### src/rtl/llrs_pkg.sv
// Shared types and constants for the link-loss reset supervisor.
// No dependencies; link_loss_reset_supervisor.sv imports this package.
package llrs_pkg;

    // Timer counter width; counters saturate at all ones
    localparam int TIMER_BITS = 32;
    // Comparison width: wide enough for both a counter and a 32-bit register
    localparam int CMP_BITS = (TIMER_BITS > 32) ? TIMER_BITS : 32;

    localparam int CFG_DATA_BITS = 32;
    localparam int CFG_INDEX_BITS = 2;

    // Configuration register indexes
    localparam logic [CFG_INDEX_BITS-1:0] CFG_OFFLINE_INTERVAL = 2'd0;
    localparam logic [CFG_INDEX_BITS-1:0] CFG_PULSE_LENGTH = 2'd1;
    localparam logic [CFG_INDEX_BITS-1:0] CFG_MAX_ATTEMPTS = 2'd2;

    // Configuration reset values
    localparam logic [31:0] OFFLINE_INTERVAL_RESET = 32'd1800000;
    localparam logic [31:0] PULSE_LENGTH_RESET = 32'd10000;
    localparam logic [7:0] MAX_ATTEMPTS_RESET = 8'd15;

    // Request command codes
    localparam logic [1:0] CMD_TICK = 2'd0;
    localparam logic [1:0] CMD_RELAY_LOW = 2'd1;
    localparam logic [1:0] CMD_RELAY_HIGH = 2'd2;

    typedef logic [TIMER_BITS-1:0] timer_t;

    // Result payload
    typedef struct packed {
        logic       relay_level;
        logic       pulse_active;
        logic       offline_tracking;
        logic [7:0] attempt_count;
        logic       limit_reached;
    } result_t;

endpackage

### src/rtl/llrs_if.sv
// Valid/ready channel interfaces for the link-loss reset supervisor.
// Depends on nothing; request and result channels each have their own interface.
interface llrs_req_if;
    logic       valid;
    logic       ready;
    logic [1:0] cmd;
    logic       link_up;

    modport source (output valid, output cmd, output link_up, input ready);
    modport sink (input valid, input cmd, input link_up, output ready);
endinterface

interface llrs_res_if;
    logic       valid;
    logic       ready;
    logic       relay_level;
    logic       pulse_active;
    logic       offline_tracking;
    logic [7:0] attempt_count;
    logic       limit_reached;

    modport source (output valid, output relay_level, output pulse_active,
                    output offline_tracking, output attempt_count,
                    output limit_reached, input ready);
    modport sink (input valid, input relay_level, input pulse_active,
                  input offline_tracking, input attempt_count,
                  input limit_reached, output ready);
endinterface

### src/rtl/link_loss_reset_supervisor.sv
// Link-loss reset supervisor top level: state registers, update logic, result register.
// Depends on llrs_pkg and the channel interfaces in llrs_if.sv.
//
// Every request (a one-millisecond tick carrying the link-up flag, or a manual
// relay command) is accepted whole and yields exactly one result,
// which appears in the result register on the next cycle. The block takes a
// new request every cycle as long as the result register is empty or its
// result is being taken in the same cycle; the one result register is the
// only buffering, so sustained throughput is one request per clock. Offline
// interval and pulse timers are saturating up-counters; configuration writes
// take effect on the next request.
module link_loss_reset_supervisor (
    input  logic                                 clk,
    input  logic                                 rst_n,
    llrs_req_if.sink                             req_ch,
    llrs_res_if.source                           res_ch,
    input  logic                                 cfg_we,
    input  logic [llrs_pkg::CFG_INDEX_BITS-1:0]  cfg_index,
    input  logic [llrs_pkg::CFG_DATA_BITS-1:0]   cfg_data
);
    import llrs_pkg::*;

    // Configuration registers
    logic [31:0] offline_interval_reg;
    logic [31:0] pulse_length_reg;
    logic [7:0]  max_attempts_reg;

    // Supervisor state
    logic       prev_link_reg, prev_link_next;
    logic       tracking_flag_reg, tracking_flag_next;
    logic       pulse_flag_reg, pulse_flag_next;
    logic       limit_flag_reg, limit_flag_next;
    logic [7:0] attempts_reg, attempts_next;
    timer_t     interval_elapsed_reg, interval_elapsed_next;
    timer_t     pulse_elapsed_reg, pulse_elapsed_next;
    logic       relay_reg, relay_next;

    // Result register
    logic    res_valid_reg;
    result_t res_data_reg;

    logic   req_acc;
    timer_t interval_inc;
    timer_t pulse_inc;
    logic   pulse_done;
    logic   interval_done;

    // Accept while the result register is free or draining
    assign req_ch.ready = !res_valid_reg || res_ch.ready;
    assign req_acc = req_ch.valid && req_ch.ready;

    // Write configuration
    always_ff @(posedge clk or negedge rst_n)
    begin
        if (!rst_n)
        begin
            offline_interval_reg <= OFFLINE_INTERVAL_RESET;
            pulse_length_reg <= PULSE_LENGTH_RESET;
            max_attempts_reg <= MAX_ATTEMPTS_RESET;
        end
        else if (cfg_we)
        begin
            case (cfg_index)
                CFG_OFFLINE_INTERVAL: offline_interval_reg <= cfg_data[31:0];
                CFG_PULSE_LENGTH:     pulse_length_reg <= cfg_data[31:0];
                CFG_MAX_ATTEMPTS:     max_attempts_reg <= cfg_data[7:0];
                default:              ;
            endcase
        end
    end

    // Saturating increments and threshold compares
    assign interval_inc = (&interval_elapsed_reg) ? interval_elapsed_reg
                                                  : interval_elapsed_reg + 1'b1;
    assign pulse_inc = (&pulse_elapsed_reg) ? pulse_elapsed_reg
                                            : pulse_elapsed_reg + 1'b1;
    assign pulse_done = CMP_BITS'(pulse_inc) >= CMP_BITS'(pulse_length_reg);
    assign interval_done = CMP_BITS'(interval_inc) >= CMP_BITS'(offline_interval_reg);

    // Compute the state after one request
    always_comb
    begin
        prev_link_next = prev_link_reg;
        tracking_flag_next = tracking_flag_reg;
        pulse_flag_next = pulse_flag_reg;
        limit_flag_next = limit_flag_reg;
        attempts_next = attempts_reg;
        interval_elapsed_next = interval_elapsed_reg;
        pulse_elapsed_next = pulse_elapsed_reg;
        relay_next = relay_reg;
        case (req_ch.cmd)
            CMD_TICK:
            begin
                prev_link_next = req_ch.link_up;
                if (req_ch.link_up)
                begin
                    // Link up: drop all recovery state and release the relay
                    if (!prev_link_reg || tracking_flag_reg || pulse_flag_reg
                        || (attempts_reg != 8'd0))
                    begin
                        relay_next = 1'b1;
                        tracking_flag_next = 1'b0;
                        pulse_flag_next = 1'b0;
                        limit_flag_next = 1'b0;
                        attempts_next = 8'd0;
                        interval_elapsed_next = '0;
                        pulse_elapsed_next = '0;
                    end
                end
                else if (!tracking_flag_reg)
                begin
                    // First offline tick: start timing
                    relay_next = 1'b1;
                    tracking_flag_next = 1'b1;
                    interval_elapsed_next = '0;
                end
                else
                begin
                    interval_elapsed_next = interval_inc;
                    pulse_elapsed_next = pulse_inc;
                    if (pulse_flag_reg)
                    begin
                        // End the pulse once its length has run
                        if (pulse_done)
                        begin
                            relay_next = 1'b1;
                            pulse_flag_next = 1'b0;
                        end
                    end
                    else if (attempts_reg >= max_attempts_reg)
                    begin
                        limit_flag_next = 1'b1;
                    end
                    else if (interval_done)
                    begin
                        // Start a reset pulse
                        relay_next = 1'b0;
                        pulse_flag_next = 1'b1;
                        pulse_elapsed_next = '0;
                        interval_elapsed_next = '0;
                        attempts_next = attempts_reg + 8'd1;
                    end
                end
            end
            CMD_RELAY_LOW:  relay_next = 1'b0;
            CMD_RELAY_HIGH: relay_next = 1'b1;
            default:        ;
        endcase
    end

    // Advance state on each accepted request
    always_ff @(posedge clk or negedge rst_n)
    begin
        if (!rst_n)
        begin
            prev_link_reg <= 1'b0;
            tracking_flag_reg <= 1'b0;
            pulse_flag_reg <= 1'b0;
            limit_flag_reg <= 1'b0;
            attempts_reg <= 8'd0;
            interval_elapsed_reg <= '0;
            pulse_elapsed_reg <= '0;
            relay_reg <= 1'b1;
        end
        else if (req_acc)
        begin
            prev_link_reg <= prev_link_next;
            tracking_flag_reg <= tracking_flag_next;
            pulse_flag_reg <= pulse_flag_next;
            limit_flag_reg <= limit_flag_next;
            attempts_reg <= attempts_next;
            interval_elapsed_reg <= interval_elapsed_next;
            pulse_elapsed_reg <= pulse_elapsed_next;
            relay_reg <= relay_next;
        end
    end

    // Hold the result until taken
    always_ff @(posedge clk or negedge rst_n)
    begin
        if (!rst_n)
        begin
            res_valid_reg <= 1'b0;
        end
        else if (req_acc)
        begin
            res_valid_reg <= 1'b1;
        end
        else if (res_ch.ready)
        begin
            res_valid_reg <= 1'b0;
        end
    end

    always_ff @(posedge clk)
    begin
        if (req_acc)
        begin
            res_data_reg.relay_level <= relay_next;
            res_data_reg.pulse_active <= pulse_flag_next;
            res_data_reg.offline_tracking <= tracking_flag_next;
            res_data_reg.attempt_count <= attempts_next;
            res_data_reg.limit_reached <= limit_flag_next;
        end
    end

    assign res_ch.valid = res_valid_reg;
    assign res_ch.relay_level = res_data_reg.relay_level;
    assign res_ch.pulse_active = res_data_reg.pulse_active;
    assign res_ch.offline_tracking = res_data_reg.offline_tracking;
    assign res_ch.attempt_count = res_data_reg.attempt_count;
    assign res_ch.limit_reached = res_data_reg.limit_reached;

    // A pulse is only ever held while offline timing runs
    a_pulse_needs_tracking: assert property (
        @(posedge clk) disable iff (!rst_n)
        pulse_flag_reg |-> tracking_flag_reg
    ) else $error("pulse active without offline tracking");

    // A new pulse counts one attempt and pulls the relay low
    a_pulse_start: assert property (
        @(posedge clk) disable iff (!rst_n)
        $rose(pulse_flag_reg) |->
            (attempts_reg == $past(attempts_reg) + 8'd1) && !relay_reg
    ) else $error("pulse started without attempt count or relay low");

    // Both timers restart when a pulse begins
    a_pulse_start_timers: assert property (
        @(posedge clk) disable iff (!rst_n)
        $rose(pulse_flag_reg) |->
            (interval_elapsed_reg == '0) && (pulse_elapsed_reg == '0)
    ) else $error("timers not cleared at pulse start");

    // Attempt count, tracking flag and relay move only with an accepted request
    a_state_holds: assert property (
        @(posedge clk) disable iff (!rst_n)
        !req_acc |=> $stable(attempts_reg) && $stable(tracking_flag_reg)
            && $stable(relay_reg)
    ) else $error("state changed without a request");

endmodule
### src/flat_wrapper.sv
// flat-port wrapper written by rule: the top's interface ports become plain ports
module link_loss_reset_supervisor_flat import llrs_pkg::*;
  (clk, rst_n, cfg_we, cfg_index, cfg_data, req_ch_valid, req_ch_cmd, req_ch_link_up, req_ch_ready, res_ch_valid, res_ch_relay_level, res_ch_pulse_active, res_ch_offline_tracking, res_ch_attempt_count, res_ch_limit_reached, res_ch_ready);
  llrs_req_if req_ch_i ();
  llrs_res_if res_ch_i ();
  input  logic clk;
  input  logic rst_n;
  input  logic cfg_we;
  input  logic [llrs_pkg::CFG_INDEX_BITS-1:0] cfg_index;
  input  logic [llrs_pkg::CFG_DATA_BITS-1:0] cfg_data;
  input wire logic [$bits(req_ch_i.valid)-1:0] req_ch_valid;
  input wire logic [$bits(req_ch_i.cmd)-1:0] req_ch_cmd;
  input wire logic [$bits(req_ch_i.link_up)-1:0] req_ch_link_up;
  output wire logic [$bits(req_ch_i.ready)-1:0] req_ch_ready;
  output wire logic [$bits(res_ch_i.valid)-1:0] res_ch_valid;
  output wire logic [$bits(res_ch_i.relay_level)-1:0] res_ch_relay_level;
  output wire logic [$bits(res_ch_i.pulse_active)-1:0] res_ch_pulse_active;
  output wire logic [$bits(res_ch_i.offline_tracking)-1:0] res_ch_offline_tracking;
  output wire logic [$bits(res_ch_i.attempt_count)-1:0] res_ch_attempt_count;
  output wire logic [$bits(res_ch_i.limit_reached)-1:0] res_ch_limit_reached;
  input wire logic [$bits(res_ch_i.ready)-1:0] res_ch_ready;
  assign req_ch_i.valid = req_ch_valid;
  assign req_ch_i.cmd = req_ch_cmd;
  assign req_ch_i.link_up = req_ch_link_up;
  assign req_ch_ready = req_ch_i.ready;
  assign res_ch_valid = res_ch_i.valid;
  assign res_ch_relay_level = res_ch_i.relay_level;
  assign res_ch_pulse_active = res_ch_i.pulse_active;
  assign res_ch_offline_tracking = res_ch_i.offline_tracking;
  assign res_ch_attempt_count = res_ch_i.attempt_count;
  assign res_ch_limit_reached = res_ch_i.limit_reached;
  assign res_ch_i.ready = res_ch_ready;
  link_loss_reset_supervisor u_core (.clk(clk), .rst_n(rst_n), .req_ch(req_ch_i), .res_ch(res_ch_i), .cfg_we(cfg_we), .cfg_index(cfg_index), .cfg_data(cfg_data));
endmodule
### config.mk
export PLATFORM = sky130hd
export DESIGN_NAME = link_loss_reset_supervisor_flat
export DESIGN_NICKNAME = d
export VERILOG_FILES = /design/src/rtl/llrs_pkg.sv /design/src/rtl/llrs_if.sv /design/src/rtl/link_loss_reset_supervisor.sv /design/src/flat_wrapper.sv
export SDC_FILE = /design/constraint.sdc
export NUM_CORES = 1
export LEC_CHECK = 0
export BUFFER_PORTS_ARGS = -buffer_cell sky130_fd_sc_hd__buf_4
export CAP_MARGIN = 15
export CELL_PAD_IN_SITES_DETAIL_PLACEMENT = 0
export CELL_PAD_IN_SITES_GLOBAL_PLACEMENT = 1
export CORE_MARGIN = 4
export CORE_UTILIZATION = 30
export CTS_BUF_LIST = sky130_fd_sc_hd__clkbuf_8 sky130_fd_sc_hd__clkbuf_16
export DETAILED_ROUTE_END_ITERATION = 12
export PLACE_DENSITY_LB_ADDON = 0.3
export RECOVER_POWER = 100
export SLEW_MARGIN = 20
export SYNTH_ARGS = -nofsm -noshare
export SYNTH_HDL_FRONTEND = slang
export SYNTH_SLANG_ARGS = --single-unit
### constraint.sdc
create_clock -name clk -period 4.55 [get_ports clk]
set_clock_uncertainty 0.05 [all_clocks]
set_input_delay 0.2275 -clock clk [delete_from_list [all_inputs] [get_ports clk]]
set_output_delay 0.2275 -clock clk [all_outputs]
set_load 0.02 [all_outputs]
Word-level counts from Yosys, hierarchy flattened
Cells that the tools add are included.
{"block": "word_totals", "ff_bits": 162, "latch_bits": 0, "ram_bits": 0, "romBits": 0, "in_bits": 42, "out_inout_bits": 14, "elab_cells": 95, "mem_count": 0}
{"block": "op_classes", "add_sub_neg": 3, "multipliers": 0, "div": 0, "magnitude_cmp": 3, "eq_ne": 5, "n_shift": 0, "muxes": 47, "n_bitwise": 0, "n_reduce_logical": 20}
{"cell": "32-bit 2-to-1 mux", "count": 13}
{"cell": "32-bit by 1-bit adder with 32-bit output (second input constant)", "count": 2}
{"cell": "32-bit >= comparator", "count": 2}
{"cell": "32-bit AND reduction", "count": 2}
{"cell": "8-bit 2-to-1 mux", "count": 7}
{"cell": "1-bit 2-to-1 mux", "count": 26}
{"cell": "8-bit by 1-bit adder with 8-bit output (second input constant)", "count": 1}
{"cell": "8-bit >= comparator", "count": 1}
{"cell": "2-bit AND reduction", "count": 4}
{"cell": "8-bit nonzero test", "count": 1}
{"cell": "2-bit by 1-bit equality test with 1-bit output (second input constant)", "count": 2}
{"cell": "2-bit equality test (second input constant)", "count": 2}
{"cell": "2-bit logical NOT", "count": 2}
{"cell": "1-bit logical OR", "count": 4}
{"cell": "4-bit AND reduction", "count": 1}
{"cell": "2-bit nonzero test", "count": 2}
{"cell": "1-bit case mux with 3 select lines", "count": 1}
{"cell": "3-bit AND reduction", "count": 1}
{"cell": "1-bit logical NOT", "count": 2}
{"cell": "2-bit by 1-bit != test with 1-bit output (second input constant)", "count": 1}
{"cell": "1-bit logical AND", "count": 1}

Longest topological paths before layout
{"block": "logic_depth", "ltp_word": 9, "depth_mapped": 18, "depth_no_buf": 14}

Worst setup path after synthesis
OpenSTA, ideal clock, no wires.
{"block": "synth_path", "path_type": "flip-flop to flip-flop", "from": "reg u_core.interval_elapsed_reg[10]", "to": "reg u_core.pulse_elapsed_reg[29]", "setup_ps": 69, "arrival_ps": 3949, "t_required_ps": 4431, "setup_slack_ps": 482, "stages_incl_launch_ff": 18, "path_buffers": 3, "period_less_slack_ps": 4068, "path_cell_list": "dfrtp_1 -> and4_1 -> nand4_2 -> nor3_2 -> a21boi_1 -> buf_2 -> and3_1 -> xor2_1 -> ha_1 -> and3_1 -> o311a_1 -> o21ai_2 -> a311oi_4 -> or2_1 -> buf_6 -> buf_6 -> or4_1 -> nand3_1"}
{"block": "synth_via", "elab_chain_cells": 8, "elab_cells_between_ends": 9, "classes_between": "add/sub: 1; order compare: 1; mux: 6; reduce/logical: 1"}
{"element": "start: declaration", "line_no": "link_loss_reset_supervisor.sv:34", "text": "timer_t interval_elapsed_reg, interval_elapsed_next;"}
{"element": "start signal: assignment", "line_no": "link_loss_reset_supervisor.sv:172", "text": "interval_elapsed_reg <= interval_elapsed_next;"}
{"element": "32-bit by 1-bit adder with 32-bit output / 32-bit AND reduction (equally long branches)", "line_no": "link_loss_reset_supervisor.sv:74, link_loss_reset_supervisor.sv:73"}
{"element": "32-bit 2-to-1 mux *", "line_no": "link_loss_reset_supervisor.sv:73", "text": "assign interval_inc = (&interval_elapsed_reg) ? interval_elapsed_reg"}
{"element": "32-bit >= comparator *", "line_no": "link_loss_reset_supervisor.sv:78", "text": "assign interval_done = CMP_BITS'(interval_inc) >= CMP_BITS'(offline_interval_reg);"}
{"element": "32-bit 2-to-1 mux *", "line_no": "link_loss_reset_supervisor.sv:134", "text": "else if (interval_done)"}
{"element": "32-bit 2-to-1 mux *", "line_no": "link_loss_reset_supervisor.sv:130", "text": "else if (attempts_reg >= max_attempts_reg)"}
{"element": "32-bit 2-to-1 mux *", "line_no": "link_loss_reset_supervisor.sv:121", "text": "if (pulse_flag_reg)"}
{"element": "32-bit 2-to-1 mux *", "line_no": "link_loss_reset_supervisor.sv:110", "text": "else if (!tracking_flag_reg)"}
{"element": "32-bit 2-to-1 mux *", "line_no": "link_loss_reset_supervisor.sv:95", "text": "if (req_ch.link_up)"}
{"element": "end signal: assignment", "line_no": "link_loss_reset_supervisor.sv:173", "text": "pulse_elapsed_reg <= pulse_elapsed_next;"}
{"element": "end: declaration", "line_no": "link_loss_reset_supervisor.sv:35", "text": "timer_t pulse_elapsed_reg, pulse_elapsed_next;"}
Every way passes the cells marked *; elsewhere a longest branch is shown, timed or not. The select of a mux whose other input is x is not followed.
A chain may end at the register's enable or synchronous reset.

Worst setup path after layout
{"block": "layout_path", "from": "reg u_core.interval_elapsed_reg[24]", "to": "reg u_core.pulse_elapsed_reg[10]"}
The elaborated chain is that of the path after synthesis.

==> out/summary.txt <==
Failing checks -> max-capacitance violations, max-slew violations
P per Cell Area -> 316 nW/µm²
Logic gate share of total power -> 18.6%
Min setup slack post-route -> 241 ps
Leak -> 0.00562 µW
Post-synth cell types -> 77
VDD IR max -> 0.259 mV
Setup crit end kind -> flop
Cells after DPL -> 1644
First drt pass iteration count -> 5
Initial Util -> 30.3%
Via count -> 8630
Crit share post-route -> 94.7%
CTS Root Cell -> clkbuf_16
Clock transition at path regs -> 70 ps
Cells after Synth -> 1117
Hold Crit Class -> primary input to flop
Slowest CP cell -> dfrtp_1
Largest net degree at the start of global routing -> 82
Fin area -> 12600 µm²
Crit path launch type -> flop
Seq pwr share -> 43.8%
DRC violation total after the first TritonRoute iteration -> 439
Clock Latency Late Sink -> 440 ps
CTS tree -> built
Synth Net Count -> 1235
Clock power frac -> 37.7%
CTS sink count -> 162
Initial antenna violation count -> 0
Gr usage total -> 15.5%
Synth warn -> 0
Congestion Overflow GR -> 0
RSZ-0062 raised after global routing -> true
Vias/cell -> 5.04
Ys flop type -> dfrtp_1
DP Wirelength -> 20.9 mm
Drt wl/cell -> 17.1 µm
Non-Filler Instances -> 1714
Seq cells post-synth -> 162
Die footprint -> 37800 µm²
Worst Path Required -> 4830 ps
Rows -> 68
Post-route ant nets -> 0
Cell taking the most area after synthesis -> dfrtp_1
Highest clock rate -> 232 MHz
Finished Core Util -> 36.7%
Crit path max fanout -> 13
Largest cells by area after synthesis -> dfrtp_1, ha_1, dfstp_2
Die X -> 195 µm
Core footprint -> 34500 µm²
Routed WL -> 29.4 mm
Status -> finished, violations left
Slew Limit Fails -> 214
Critical path class -> flop to flop
GP Congestion -> 0.808
Most frequent cells in the layout -> dfrtp_1, inv_1, nand2_1, buf_4, ha_1
Proportion of layout cells with a drive suffix above 1 -> 18.3%
Antenna cells -> 0
Vias in the first global route -> 8579
Pint -> 2830 µW
Post-synth EDFFs -> 12
First-pass GRT wire length -> 47.3 mm
Tmin final -> 4310 ps
Psw -> 1170 µW
Post-place setup slack -> 30.4 ps
Ports -> 56
Worst Path Arrival -> 4590 ps
Port Buffer Count -> 55
Max-Slew Margin vs Limit -> -53.6%
Yosys top cell area share -> 30.9%
Setup Viol. Count Final -> 0
DR DRC count -> 0
Post-DP Area -> 11700 µm²
Htree depth -> 4
Commonest non-fill, non-tap cell in the layout -> dfrtp_1
Total CTS buffers -> 17
Mean Syn Cell Area -> 9.35 µm²
DIE HEIGHT -> 195 µm
Switching share of power -> 29.2%
Total power -> 4000 µW
Asr flop ratio synth -> 92.6%
CP cell instances -> and3_1, nand4_1, or2_2, nor4_4, nor3_1, xor2_1, ha_1, and4_2, nand4_1, o31a_1, a311oi_4, nor3_1, buf_12, clkbuf_2, and2_0, mux2_2
Max-Cap Viols -> 4
Worst path max stage delay -> 400 ps
Register area share after synthesis -> 39.7%
Clock Path Buffers -> 2
Final net count -> 1364
Fin. Hold Viols -> 0
Cell Area, Synth -> 10400 µm²
Area Overhead vs Synth -> 21.1%
Slew at the pin with the worst max-slew slack -> 2300 ps
## per-stage QoR
stage | hold WS, ps | setup TNS, ps
finish | 86.7 | 0
global route | 99.3 | -3.46
CTS | 72.8 | 0
detailed placement | 286 | 0
global placement | 288 | 0
floorplan | -118 | 0
## power groups by stage
stage               Clock [µW]  Combinational (µW)  Sequential [µW]
floorplan                    0                 475             1760
global placement             0                 723             1770
detailed placement           0                 735             1780
CTS                       1540                 764             1750
global route              1600                 852             1770
finish                    1510                 742             1750
## layer usage
metal | part of all wire, % | wire length [µm] | vias to the layer above | track usage (%)
li1 | - | - | 4265 | -
met1 | 49 | 14400 | 4206 | 21.9
met2 | 47 | 13700 | 125 | 24.9
met3 | 2.9 | 842 | 34 | 2.37
met4 | 1.6 | 468 | 0 | 4.17
met5 | 0 | 0 | - | 0
## worst max-delay path, delay by kind of cell (launching register included)
family / cells / cell delay [ps]
AO/OA/AOI/OAI: 2 / 580
XOR/XNOR: 1 / 180
adder cells (fa/ha/maj): 1 / 320
buffers and inverters: 2 / 390
flip-flops: 1 / 400
multiplexers: 1 / 250
AND/OR/NAND/NOR: 9 / 2010
## area by class of cell
cell class	instances	area, µm²
Timing Repair Buffer	159	1180
Fill cell	3515	21800
Clock buffer	19	464
Sequential cell	162	4140
Inverter	107	402
Clock inverter	13	133
Multi-Input combinational cell	799	5750
Tap cell	455	569
## cells by family (layout without fill, tap and decap cells)
kind of cell,Yosys count,count (layout),share of synthesized area [%]
flip-flops,162,162,39.7
XOR/XNOR,59,59,4.95
AND/OR/NAND/NOR,388,388,21.0
adder cells (fa/ha/maj),76,76,9.11
buffers and inverters,156,298,5.99
multiplexers,57,57,6.05
AO/OA/AOI/OAI,219,219,13.2
## final timing paths
| check | start | slack [ps] | depth (start not counted) | to |
|---|---|---|---|---|
| max | u_core.interval_elapsed_reg[24] | 240 | 16 | u_core.pulse_elapsed_reg[10] |
| min | req_ch_cmd[1] | 90 | 3 | u_core.relay_reg |
| max reg2reg | u_core.interval_elapsed_reg[24] | 240 | 16 | u_core.pulse_elapsed_reg[10] |
| min reg2reg | u_core.pulse_length_reg[6] | 450 | 1 | u_core.pulse_length_reg[6] |
| max in group asynchronous | rst_n | 890 | 3 | u_core.pulse_length_reg[11] |
| min in group asynchronous | rst_n | 890 | 2 | u_core.interval_elapsed_reg[26] |
## cell usage after synthesis (17+ instances only)
cell type / number
and3_1: 19
nand4_1: 46
nand2_1: 107
inv_1: 107
o21ai_0: 70
dfstp_2: 21
a21oi_1: 65
xnor2_1: 45
dfrtp_1: 129
nor2_1: 40
ha_1: 76
nand3_1: 57
nand3b_1: 17
mux2_2: 49
clkbuf_1: 28
## repair_timing
action | 4_1_cts | 5_1_grt
setup buffers | 0 | 4
gates resized for setup | 0 | 19
hold endpoints to repair | 124 | 0
hold buffers | 34 | 0
setup endpoints to repair | 0 | 74
(Power assumes the default switching activity.)
